--- config.mk ---
export PLATFORM = sky130hd
export DESIGN_NAME = pll_divider_search
export DESIGN_NICKNAME = d
export VERILOG_FILES = /design/src/rtl/pds_pkg.sv /design/src/rtl/pll_divider_search.sv /design/src/rtl/pds_divider.sv /design/src/rtl/pds_datapath.sv /design/src/rtl/pds_control.sv
export VERILOG_INCLUDE_DIRS = /design/src /design/src/rtl
export SDC_FILE = /design/constraint.sdc
export NUM_CORES = 2
export LEC_CHECK = 0
export BUFFER_PORTS_ARGS = -buffer_cell sky130_fd_sc_hd__buf_2
export CORE_MARGIN = 5
export CORE_UTILIZATION = 67
export DETAILED_ROUTE_END_ITERATION = 16
export GPL_TIMING_DRIVEN = 0
export PLACE_DENSITY_LB_ADDON = 0.08
export SLEW_MARGIN = 40
export SYNTH_ARGS = -nofsm -noshare
export SYNTH_HDL_FRONTEND = slang
export SYNTH_SLANG_ARGS = --single-unit
--- constraint.sdc ---
create_clock -name clk -period 24.1 [get_ports clk]
set_clock_uncertainty 0.05 [all_clocks]
set_input_delay 2.41 -clock clk [delete_from_list [all_inputs] [get_ports clk]]
set_output_delay 2.41 -clock clk [all_outputs]
set_load 0.005 [all_outputs]
--- src/rtl/pll_divider_search_assert.svh ---
// Assertion macros shared by the PLL divider search modules.
// Depends on nothing; included by the controller and the top level.
`ifndef PLL_DIVIDER_SEARCH_ASSERT_SVH
`define PLL_DIVIDER_SEARCH_ASSERT_SVH

// Implication checked on every clock edge outside reset.
`define PDS_ASSERT_IMP(label, clk, rst, lhs, rhs) \
  label: assert property (@(posedge clk) disable iff (rst) (lhs) |-> (rhs)) \
    else $error("pll divider search check failed");

// Implication checked in the cycle after the condition.
`define PDS_ASSERT_NEXT(label, clk, rst, lhs, rhs) \
  label: assert property (@(posedge clk) disable iff (rst) (lhs) |=> (rhs)) \
    else $error("pll divider search check failed");

`endif

--- src/rtl/pds_pkg.sv ---
// Package for the PLL divider search: widths, codes and controller interface types.
// Depends on nothing; imported by every module of the block.
package pds_pkg;

  localparam int M_MAX = 127;
  localparam int N_MAX = 31;
  localparam int R_MAX = 3;

  localparam logic [23:0] ERR_FIELD_MAX = 24'hFFFFFF;
  localparam logic [19:0] KHZ_FIELD_MAX = 20'hFFFFF;
  localparam logic [19:0] PPM_SCALE = 20'd1000000;

  // Register indexes of the configuration port.
  localparam logic [1:0] REG_REF_CLOCK = 2'd0;
  localparam logic [1:0] REG_VCO_MIN   = 2'd1;
  localparam logic [1:0] REG_VCO_MAX   = 2'd2;
  localparam logic [1:0] REG_MAX_ERROR = 2'd3;

  // Status codes of a result.
  localparam logic [1:0] ST_OK      = 2'd0;
  localparam logic [1:0] ST_INVALID = 2'd1;
  localparam logic [1:0] ST_RANGE   = 2'd2;

  // Divider quotient widths: ppm quotient may need 42 bits, achieved up to 24.
  localparam int PPM_NUM_W = 64;
  localparam int PPM_DEN_W = 32;
  localparam int DIV_STEPS = PPM_NUM_W;

  typedef enum logic [2:0] {
    S_IDLE,
    S_SEARCH,
    S_PPM,
    S_KHZ,
    S_DONE
  } pds_state_t;

  // Commands from controller to datapath.
  typedef struct packed {
    logic load;        // capture target, reset search counters
    logic search;      // evaluate one candidate and advance counters
    logic ppm_start;   // start the error division
    logic khz_start;   // start the frequency division
    logic finish;      // form the result into the output register
  } pds_cmd_t;

  // Status from datapath to controller.
  typedef struct packed {
    logic search_last; // current candidate is the last combination
    logic div_busy;    // divider still iterating
    logic div_done;    // divider finished this cycle
  } pds_stat_t;

endpackage

--- src/rtl/pll_divider_search.sv ---
// Top level of the PLL divider search: configuration registers, output register.
// Depends on pds_pkg, pds_control, pds_datapath and the assertion header.
//
// Use: a target in kHz is offered on target_freq with in_valid; it is taken
// when in_valid is high and in_stall low. One result transfer follows per item
// on out_valid/out_stall with the dividers, packed bytes, frequency and error.
// The search tries one M,N,R candidate per cycle, then the error division and
// the frequency division run on the shared serial divider, and the output is
// loaded last. A zero target skips the search and both divisions. One item is
// in work at a time: the next item is taken only when the controller is idle
// and the output register is empty or being transferred in that cycle; until
// then in_stall stays high. Reset restores the configuration defaults and
// empties the block. A stalled receiver holds the result steady and stops new
// items from being taken. Configuration is written through cfg_we, cfg_index
// and cfg_data; the user must write it only when idle, as the block itself
// does not enforce this.
`include "pll_divider_search_assert.svh"
module pll_divider_search
  import pds_pkg::*;
(
  input  logic        clk,
  input  logic        rst,
  input  logic        cfg_we,
  input  logic [1:0]  cfg_index,
  input  logic [19:0] cfg_data,
  input  logic        in_valid,
  output logic        in_stall,
  input  logic [21:0] target_freq,
  output logic        out_valid,
  input  logic        out_stall,
  output logic [1:0]  status,
  output logic [6:0]  feedback_m,
  output logic [4:0]  input_n,
  output logic [1:0]  post_shift_r,
  output logic [7:0]  packed_n_r_byte,
  output logic [7:0]  packed_m_byte,
  output logic [19:0] achieved_khz,
  output logic [23:0] freq_error
);

  logic [15:0] ref_clock;
  logic [19:0] vco_min;
  logic [19:0] vco_max;
  logic [19:0] max_error;

  // Configuration registers.
  always_ff @(posedge clk) begin
    if (rst) begin
      ref_clock <= 16'd14318;
      vco_min <= 20'd135000;
      vco_max <= 20'd270000;
      max_error <= 20'd5000;
    end else if (cfg_we) begin
      unique case (cfg_index)
        REG_REF_CLOCK: ref_clock <= cfg_data[15:0];
        REG_VCO_MIN:   vco_min <= cfg_data;
        REG_VCO_MAX:   vco_max <= cfg_data;
        REG_MAX_ERROR: max_error <= cfg_data;
        default: ;
      endcase
    end
  end

  pds_cmd_t  cmd;
  pds_stat_t stat;
  logic      in_take;
  logic      out_load;
  logic      out_free;

  assign out_free = !out_valid || !out_stall;

  pds_control u_ctrl (
    .clk      (clk),
    .rst      (rst),
    .in_valid (in_valid),
    .in_zero  (target_freq == '0),
    .out_free (out_free),
    .stat     (stat),
    .cmd      (cmd),
    .in_take  (in_take),
    .out_load (out_load)
  );

  pds_datapath u_dp (
    .clk         (clk),
    .rst         (rst),
    .cmd         (cmd),
    .stat        (stat),
    .target_freq (target_freq),
    .ref_clock   (ref_clock),
    .vco_min     (vco_min),
    .vco_max     (vco_max),
    .max_error   (max_error),
    .res_status  (status),
    .res_m       (feedback_m),
    .res_n       (input_n),
    .res_r       (post_shift_r),
    .res_khz     (achieved_khz),
    .res_ppm     (freq_error)
  );

  assign in_stall = !in_take;
  assign packed_n_r_byte = {1'b0, post_shift_r, input_n};
  assign packed_m_byte = {1'b0, feedback_m};

  // Output valid: set when a result is formed, cleared on transfer.
  always_ff @(posedge clk) begin
    if (rst) begin
      out_valid <= 1'b0;
    end else if (out_load) begin
      out_valid <= 1'b1;
    end else if (!out_stall) begin
      out_valid <= 1'b0;
    end
  end

  `PDS_ASSERT_NEXT(a_hold, clk, rst, out_valid && out_stall, out_valid && $stable(freq_error))
  `PDS_ASSERT_IMP(a_no_overwrite, clk, rst, out_load, !(out_valid && out_stall))
  `PDS_ASSERT_IMP(a_ok_fields, clk, rst, out_valid && status != ST_OK, feedback_m == '0)

endmodule

--- src/rtl/pds_divider.sv ---
// Restoring binary divider, one quotient bit per cycle.
// Depends on pds_pkg for the operand widths.
module pds_divider
  import pds_pkg::*;
(
  input  logic                 clk,
  input  logic                 rst,
  input  logic                 start,
  input  logic [PPM_NUM_W-1:0] dividend,
  input  logic [PPM_DEN_W-1:0] divisor,
  output logic                 busy,
  output logic                 done,
  output logic [PPM_NUM_W-1:0] quotient
);

  localparam int CNT_W = $clog2(DIV_STEPS + 1);

  logic [PPM_NUM_W-1:0] quo;
  logic [PPM_DEN_W:0]   rem;
  logic [PPM_DEN_W-1:0] dsr;
  logic [CNT_W-1:0]     cnt;
  logic [PPM_DEN_W:0]   shifted;
  logic                 fits;

  // One shift and trial subtract per cycle.
  always_comb begin
    shifted = {rem[PPM_DEN_W-1:0], quo[PPM_NUM_W-1]};
    fits = shifted >= {1'b0, dsr};
  end

  // Iteration: load on start, then one quotient bit per cycle until the count runs out.
  always_ff @(posedge clk) begin
    if (rst) begin
      busy <= 1'b0;
      done <= 1'b0;
      cnt <= '0;
    end else begin
      done <= !start && busy && (cnt == CNT_W'(1));
      if (start) begin
        busy <= 1'b1;
        cnt <= CNT_W'(DIV_STEPS);
        quo <= dividend;
        rem <= '0;
        dsr <= divisor;
      end else if (busy) begin
        rem <= fits ? shifted - {1'b0, dsr} : shifted;
        quo <= {quo[PPM_NUM_W-2:0], fits};
        cnt <= cnt - 1'b1;
        busy <= (cnt != CNT_W'(1));
      end
    end
  end

  assign quotient = quo;

endmodule

--- src/rtl/pds_datapath.sv ---
// Datapath of the PLL divider search: counters, candidate test, best tracking,
// final divisions and the result register. Depends on pds_pkg and pds_divider.
module pds_datapath
  import pds_pkg::*;
(
  input  logic        clk,
  input  logic        rst,
  input  pds_cmd_t    cmd,
  output pds_stat_t   stat,
  input  logic [21:0] target_freq,
  input  logic [15:0] ref_clock,
  input  logic [19:0] vco_min,
  input  logic [19:0] vco_max,
  input  logic [19:0] max_error,
  output logic [1:0]  res_status,
  output logic [6:0]  res_m,
  output logic [4:0]  res_n,
  output logic [1:0]  res_r,
  output logic [19:0] res_khz,
  output logic [23:0] res_ppm
);

  // Search counters and the captured target.
  logic [21:0] target;
  logic [6:0]  m;
  logic [4:0]  n;
  logic [1:0]  r;

  // Best candidate so far.
  logic        found;
  logic [30:0] win_diff;
  logic [8:0]  win_den;
  logic [6:0]  best_m;
  logic [4:0]  best_n;
  logic [1:0]  best_r;

  logic [5:0]  ndiv;
  logic [8:0]  oden;
  logic [30:0] tnum;
  logic [23:0] num;
  logic [25:0] lo_lim;
  logic [25:0] hi_lim;
  logic        in_window;
  logic [30:0] diff;
  logic [39:0] lhs;
  logic [39:0] rhs;
  logic        better;

  // Candidate evaluation for the current M, N, R.
  always_comb begin
    ndiv = 6'(n) + 6'd2;
    oden = 9'(ndiv) << r;
    tnum = 31'(target) * 31'(oden);
    num = (24'(m) + 24'd2) * 24'(ref_clock);
    lo_lim = 26'(vco_min) * 26'(ndiv);
    hi_lim = 26'(vco_max) * 26'(ndiv);
    in_window = ({2'b0, num} >= lo_lim) && ({2'b0, num} <= hi_lim);
    diff = ({7'b0, num} > tnum) ? {7'b0, num} - tnum : tnum - {7'b0, num};
    lhs = 40'(diff) * 40'(win_den);
    rhs = 40'(win_diff) * 40'(oden);
    better = in_window && (!found || lhs < rhs);
  end

  logic search_last;
  logic div_busy;
  logic div_done;

  assign search_last = (r == 2'(R_MAX)) && (n == 5'(N_MAX)) && (m == 7'(M_MAX));
  assign stat = '{search_last: search_last, div_busy: div_busy, div_done: div_done};

  always_ff @(posedge clk) begin
    if (rst) begin
      found <= 1'b0;
    end else if (cmd.load) begin
      found <= 1'b0;
    end else if (cmd.search && better) begin
      found <= 1'b1;
    end
  end

  always_ff @(posedge clk) begin
    if (cmd.load) begin
      target <= target_freq;
      m <= 7'd1;
      n <= 5'd1;
      r <= 2'd0;
    end else if (cmd.search) begin
      if (better) begin
        win_diff <= diff;
        win_den <= oden;
        best_m <= m;
        best_n <= n;
        best_r <= r;
      end
      if (m == 7'(M_MAX)) begin
        m <= 7'd1;
        if (n == 5'(N_MAX)) begin
          n <= 5'd1;
          r <= r + 2'd1;
        end else begin
          n <= n + 5'd1;
        end
      end else begin
        m <= m + 7'd1;
      end
    end
  end

  // Division operands: error in ppm, then achieved frequency.
  logic [30:0]          denom;
  logic [50:0]          ppm_prod;
  logic [PPM_NUM_W-1:0] div_a;
  logic [PPM_DEN_W-1:0] div_b;
  logic [PPM_NUM_W-1:0] div_q;
  logic                 div_start;
  logic [23:0]          best_num;

  always_comb begin
    denom = 31'(target) * 31'(win_den);
    ppm_prod = 51'(win_diff) * 51'(PPM_SCALE);
    best_num = (24'(best_m) + 24'd2) * 24'(ref_clock);
    if (cmd.khz_start) begin
      div_a = PPM_NUM_W'(best_num) + PPM_NUM_W'(win_den[8:1]);
      div_b = PPM_DEN_W'(win_den);
    end else begin
      div_a = PPM_NUM_W'(ppm_prod) + PPM_NUM_W'(denom[30:1]);
      div_b = PPM_DEN_W'(denom);
    end
    div_start = cmd.ppm_start || cmd.khz_start;
  end

  pds_divider u_div (
    .clk      (clk),
    .rst      (rst),
    .start    (div_start),
    .dividend (div_a),
    .divisor  (div_b),
    .busy     (div_busy),
    .done     (div_done),
    .quotient (div_q)
  );

  // Capture the ppm quotient when the first division ends.
  logic [PPM_NUM_W-1:0] ppm_q;
  logic                 ppm_phase;

  always_ff @(posedge clk) begin
    if (rst) begin
      ppm_phase <= 1'b0;
    end else if (cmd.ppm_start) begin
      ppm_phase <= 1'b1;
    end else if (div_done) begin
      ppm_phase <= 1'b0;
    end
  end

  always_ff @(posedge clk) begin
    if (div_done && ppm_phase) begin
      ppm_q <= div_q;
    end
  end

  // Result formation: saturate both quotients and pick the status.
  logic [23:0] ppm_clip;
  logic [19:0] khz_clip;
  logic        over_limit;
  logic [1:0]  res_status_next;
  logic [6:0]  res_m_next;
  logic [4:0]  res_n_next;
  logic [1:0]  res_r_next;
  logic [19:0] res_khz_next;
  logic [23:0] res_ppm_next;

  always_comb begin
    ppm_clip = (ppm_q > PPM_NUM_W'(ERR_FIELD_MAX)) ? ERR_FIELD_MAX : ppm_q[23:0];
    khz_clip = (div_q > PPM_NUM_W'(KHZ_FIELD_MAX)) ? KHZ_FIELD_MAX : div_q[19:0];
    over_limit = ppm_q > PPM_NUM_W'(max_error);
    res_status_next = ST_OK;
    res_m_next = '0;
    res_n_next = '0;
    res_r_next = '0;
    res_khz_next = '0;
    res_ppm_next = '0;
    if (target == '0) begin
      res_status_next = ST_INVALID;
    end else if (!found) begin
      res_status_next = ST_RANGE;
      res_ppm_next = ERR_FIELD_MAX;
    end else if (over_limit) begin
      res_status_next = ST_RANGE;
      res_ppm_next = ppm_clip;
    end else begin
      res_m_next = best_m;
      res_n_next = best_n;
      res_r_next = best_r;
      res_ppm_next = ppm_clip;
      res_khz_next = khz_clip;
    end
  end

  always_ff @(posedge clk) begin
    if (cmd.finish) begin
      res_status <= res_status_next;
      res_m <= res_m_next;
      res_n <= res_n_next;
      res_r <= res_r_next;
      res_khz <= res_khz_next;
      res_ppm <= res_ppm_next;
    end
  end

endmodule

--- src/rtl/pds_control.sv ---
// Controller state machine of the PLL divider search.
// Depends on pds_pkg and the assertion macro header.
`include "pll_divider_search_assert.svh"
module pds_control
  import pds_pkg::*;
(
  input  logic      clk,
  input  logic      rst,
  input  logic      in_valid,
  input  logic      in_zero,
  input  logic      out_free,
  input  pds_stat_t stat,
  output pds_cmd_t  cmd,
  output logic      in_take,
  output logic      out_load
);

  pds_state_t state, state_next;
  logic       zero;

  always_ff @(posedge clk) begin
    if (rst) begin
      state <= S_IDLE;
      zero <= 1'b0;
    end else begin
      state <= state_next;
      if (in_take) begin
        zero <= in_zero;
      end
    end
  end

  // Next state.
  always_comb begin
    state_next = state;
    unique case (state)
      S_IDLE:   if (in_valid && out_free) state_next = in_zero ? S_DONE : S_SEARCH;
      S_SEARCH: if (stat.search_last) state_next = S_PPM;
      S_PPM:    if (stat.div_done) state_next = S_KHZ;
      S_KHZ:    if (stat.div_done) state_next = S_DONE;
      S_DONE:   state_next = S_IDLE;
      default:  state_next = S_IDLE;
    endcase
  end

  // Outputs. The error division starts in the first S_PPM cycle, once the
  // last candidate has been folded into the best registers.
  always_comb begin
    cmd = '0;
    in_take = 1'b0;
    out_load = 1'b0;
    unique case (state)
      S_IDLE: begin
        in_take = in_valid && out_free;
        cmd.load = in_take;
      end
      S_SEARCH: begin
        cmd.search = 1'b1;
      end
      S_PPM: begin
        cmd.ppm_start = !stat.div_busy && !stat.div_done;
        cmd.khz_start = stat.div_done;
      end
      S_KHZ: begin
        cmd.finish = stat.div_done;
        out_load = stat.div_done;
      end
      S_DONE: begin
        cmd.finish = zero;
        out_load = zero;
      end
      default: begin
        cmd = '0;
      end
    endcase
  end

  `PDS_ASSERT_IMP(a_take_idle, clk, rst, in_take, state == S_IDLE)
  `PDS_ASSERT_NEXT(a_search_ppm, clk, rst, state == S_SEARCH && stat.search_last, state == S_PPM)
  `PDS_ASSERT_IMP(a_load_once, clk, rst, out_load, cmd.finish)

endmodule
==> results.yml <==
outcome:
  outcome: "finished, final reports clean"
place:
  gp_congestion: 0.983
  dp_hpwl_um: 186000
  io_buffer_count: 123
  dp_slack_ns: 4.05
setup_path:
  cp.required_ns: 24.36
  worstPathArrival_ns: 20.93
  crit_fanout: 35
  path_class: "reg2reg"
  cp-start-kind: "flip-flop"
  crit_path_top_delay_cell: "clkbuf_1"
  end_kind: "flip-flop"
  slowest_delay_ns: 0.71
floorplan:
  ioPinCount: 127
  fp-row-count: 123
  initial_core_util_pct: 67.3
  die_h_um: 346
  core-area_um2: 112000
  die_w_um: 346
  dieArea_um2: 120000
detailed_routing:
  wl_per_cell_um: 22.2
  drc: 0
  drt_iter0_markers: 5953
  via_count: 61300
  via_per_inst: 6.07
  firstDrtPassIters: 7
  ant_nets: 0
  totalWireLength_um: 224000
final_layout:
  drive_above_1_share_pct: 4.46
  nNetsFinal: 10500
  syn_to_final_growth_pct: 6.40
  final_common_cell: "inv_1"
  final_cell_mix: "inv_1 (1343), fa_1 (1139), nand2_1 (1130), ha_1 (753), and2_1 (591)"
timing:
  max_freq_mhz: 48.4
  fin_tns_setup_ns: 0
  tightest_slew_ns: 0.972
  rsz0062_at_grt: "no"
  finalSetupViolCount: 0
  fin_crit_ns: 20.67
  maxSlewHeadroom_pct: 35.0
  slew_viol_final: 0
  period_share_pct: 85.8
  hold_viol_final: 0
  worst_slack_ns: 3.43
synth:
  yosys_register_bits: 433
  syn-cell-area_um2: 75500
  synth_warnings: 0
  synth_top_area_share_pct: 30.2
  ys_async_sr_fraction_pct: 0
  synth-edff-count: 327
  synth.distinct_cells: 94
  postSynthAreaPerCell_um2: 9.04
  netlist_top_cells_area: "fa_1 (30%), edfxtp_1 (13%), ha_1 (12%)"
  synth_top_area_cell: "fa_1"
  syn_inst: 8358
  synth_flop_cell: "edfxtp_1"
  synth_seq_area_share_pct: 15.8
global_routing:
  overflow: 0
  grt_pass1_wl_um: 353000
  grt_max_degree: 44
  grt_usage_pct: 37.6
  antenna_found_initial: 8
  grt_pass1_vias: 62900
clock_network:
  postCtsHoldBufs: 0
  clk_pin_slew_ns: 0.06
  cts_tree: "built"
  postCtsResizedCells: 0
  cts-root-buf: "clkbuf_16"
  cts_buffer_depth: 3
  cts_inserted_buffers: 47
  post_cts_buffers: 0
  clock_latency_ns: 0.63
  htreeDepth: 2
  cts.sinks: 433
worst_hold_path:
  min_path_type: "reg2reg"
job:
  cap_viol_max_count: 0
## cell type report
cell class | instances | area, um^2
diodes | 3 | 7.51
well taps | 1500 | 1880
clock buffers | 60 | 1260
fillers | 8719 | 31800
plain buffers | 375 | 1520
inverters | 1345 | 5050
flip-flops and latches | 433 | 11900
multi-input cells | 6206 | 57500
clock inverters | 28 | 344
repair buffers | 143 | 927
## through the flow
stage | hold WS (ns) | utilization [%] | instance area [um^2] | cells
3_3_place_gp | 0.358 | 69.6 | 78000 | 9982
6_report | 0.363 | 71.6 | 80400 | 10100
3_5_place_dp | 0.364 | 70.1 | 78700 | 10000
4_1_cts | 0.362 | 71.5 | 80300 | 10100
5_1_grt | 0.361 | 71.6 | 80400 | 10100
2_1_floorplan | 0.356 | - | 75600 | 8359
## cells by family after synthesis
kind of cell    Yosys count  share of synthesized area [%]
buf+inv                1720                           8.66
fa+ha+maj              1894                           42.7
mux                      90                           1.22
simple gates           2719                           17.6
flops                   433                           15.8
xor+xnor                352                           4.16
compound gates         1149                           9.89
other cells               1                        0.00496
## worst max-delay path: cells and delay by family (launching register included)
family          cells  cell delay (ns)
simple gates       12             2.83
xor+xnor            4             1.97
fa+ha+maj          12             5.42
buf+inv            13             3.18
mux                 2             0.41
compound gates     24             6.02
flops               1             0.40
## layer usage
metal	vias up	part of all wire, %	global-route usage [%]
li1	27200	-	-
met1	30400	39	50.5
met2	3110	44	57.4
met5	-	0.012	0
met4	4	6.1	18.3
met3	634	12	9.65
## synthesized netlist by cell type, types with 32 or more instances
cell type	n
inv_1	1343
fa_1	1139
nand2_1	1131
ha_1	753
and2_1	592
a21oi_1	360
nor2_1	329
clkbuf_1	328
edfxtp_1	327
xnor2_1	196
o21ai_0	192
a21o_1	177
xor2_1	148
nand2b_1	112
dfxtp_1	106
nor2b_1	106
nand3_1	101
o21a_1	85
nor3_1	76
mux2i_1	74
nand4_1	64
and3_1	58
a211oi_1	46
o21bai_1	45
a31oi_1	37
nor4_1	37
a211o_1	32
## state kept, by name, indices dropped and copies added, names as in the netlist, 16 cells and up
name,flops
max_error,20
u_dp.res_ppm,24
ref_clock,16
vco_max,20
u_dp.res_khz,20
u_dp.u_div.quotient,64
u_dp.win_diff,31
u_dp.u_div.dsr,31
u_dp.ppm_q,64
vco_min,20
u_dp.target,22
u_dp.u_div.rem,32
## path summary, 6_finish.rpt
kind / cells after the start / endpoint / slack (ns) / startpoint
worst min register to register: 0 / u_dp.best_m[3]$_DFFE_PP_ / 0.36 / u_dp.m[3]$_SDFFE_PP0P_
worst max-delay path: 67 / u_dp.win_diff[14]$_DFFE_PP_ / 3.43 / u_dp.n[1]$_SDFFE_PP0P_
worst min-delay path: 0 / u_dp.best_m[3]$_DFFE_PP_ / 0.36 / u_dp.m[3]$_SDFFE_PP0P_
worst max register to register: 67 / u_dp.win_diff[14]$_DFFE_PP_ / 3.43 / u_dp.n[1]$_SDFFE_PP0P_
Power is not shown: default switching activity piles up to over one toggle a cycle in this logic, so the estimate is an artifact.
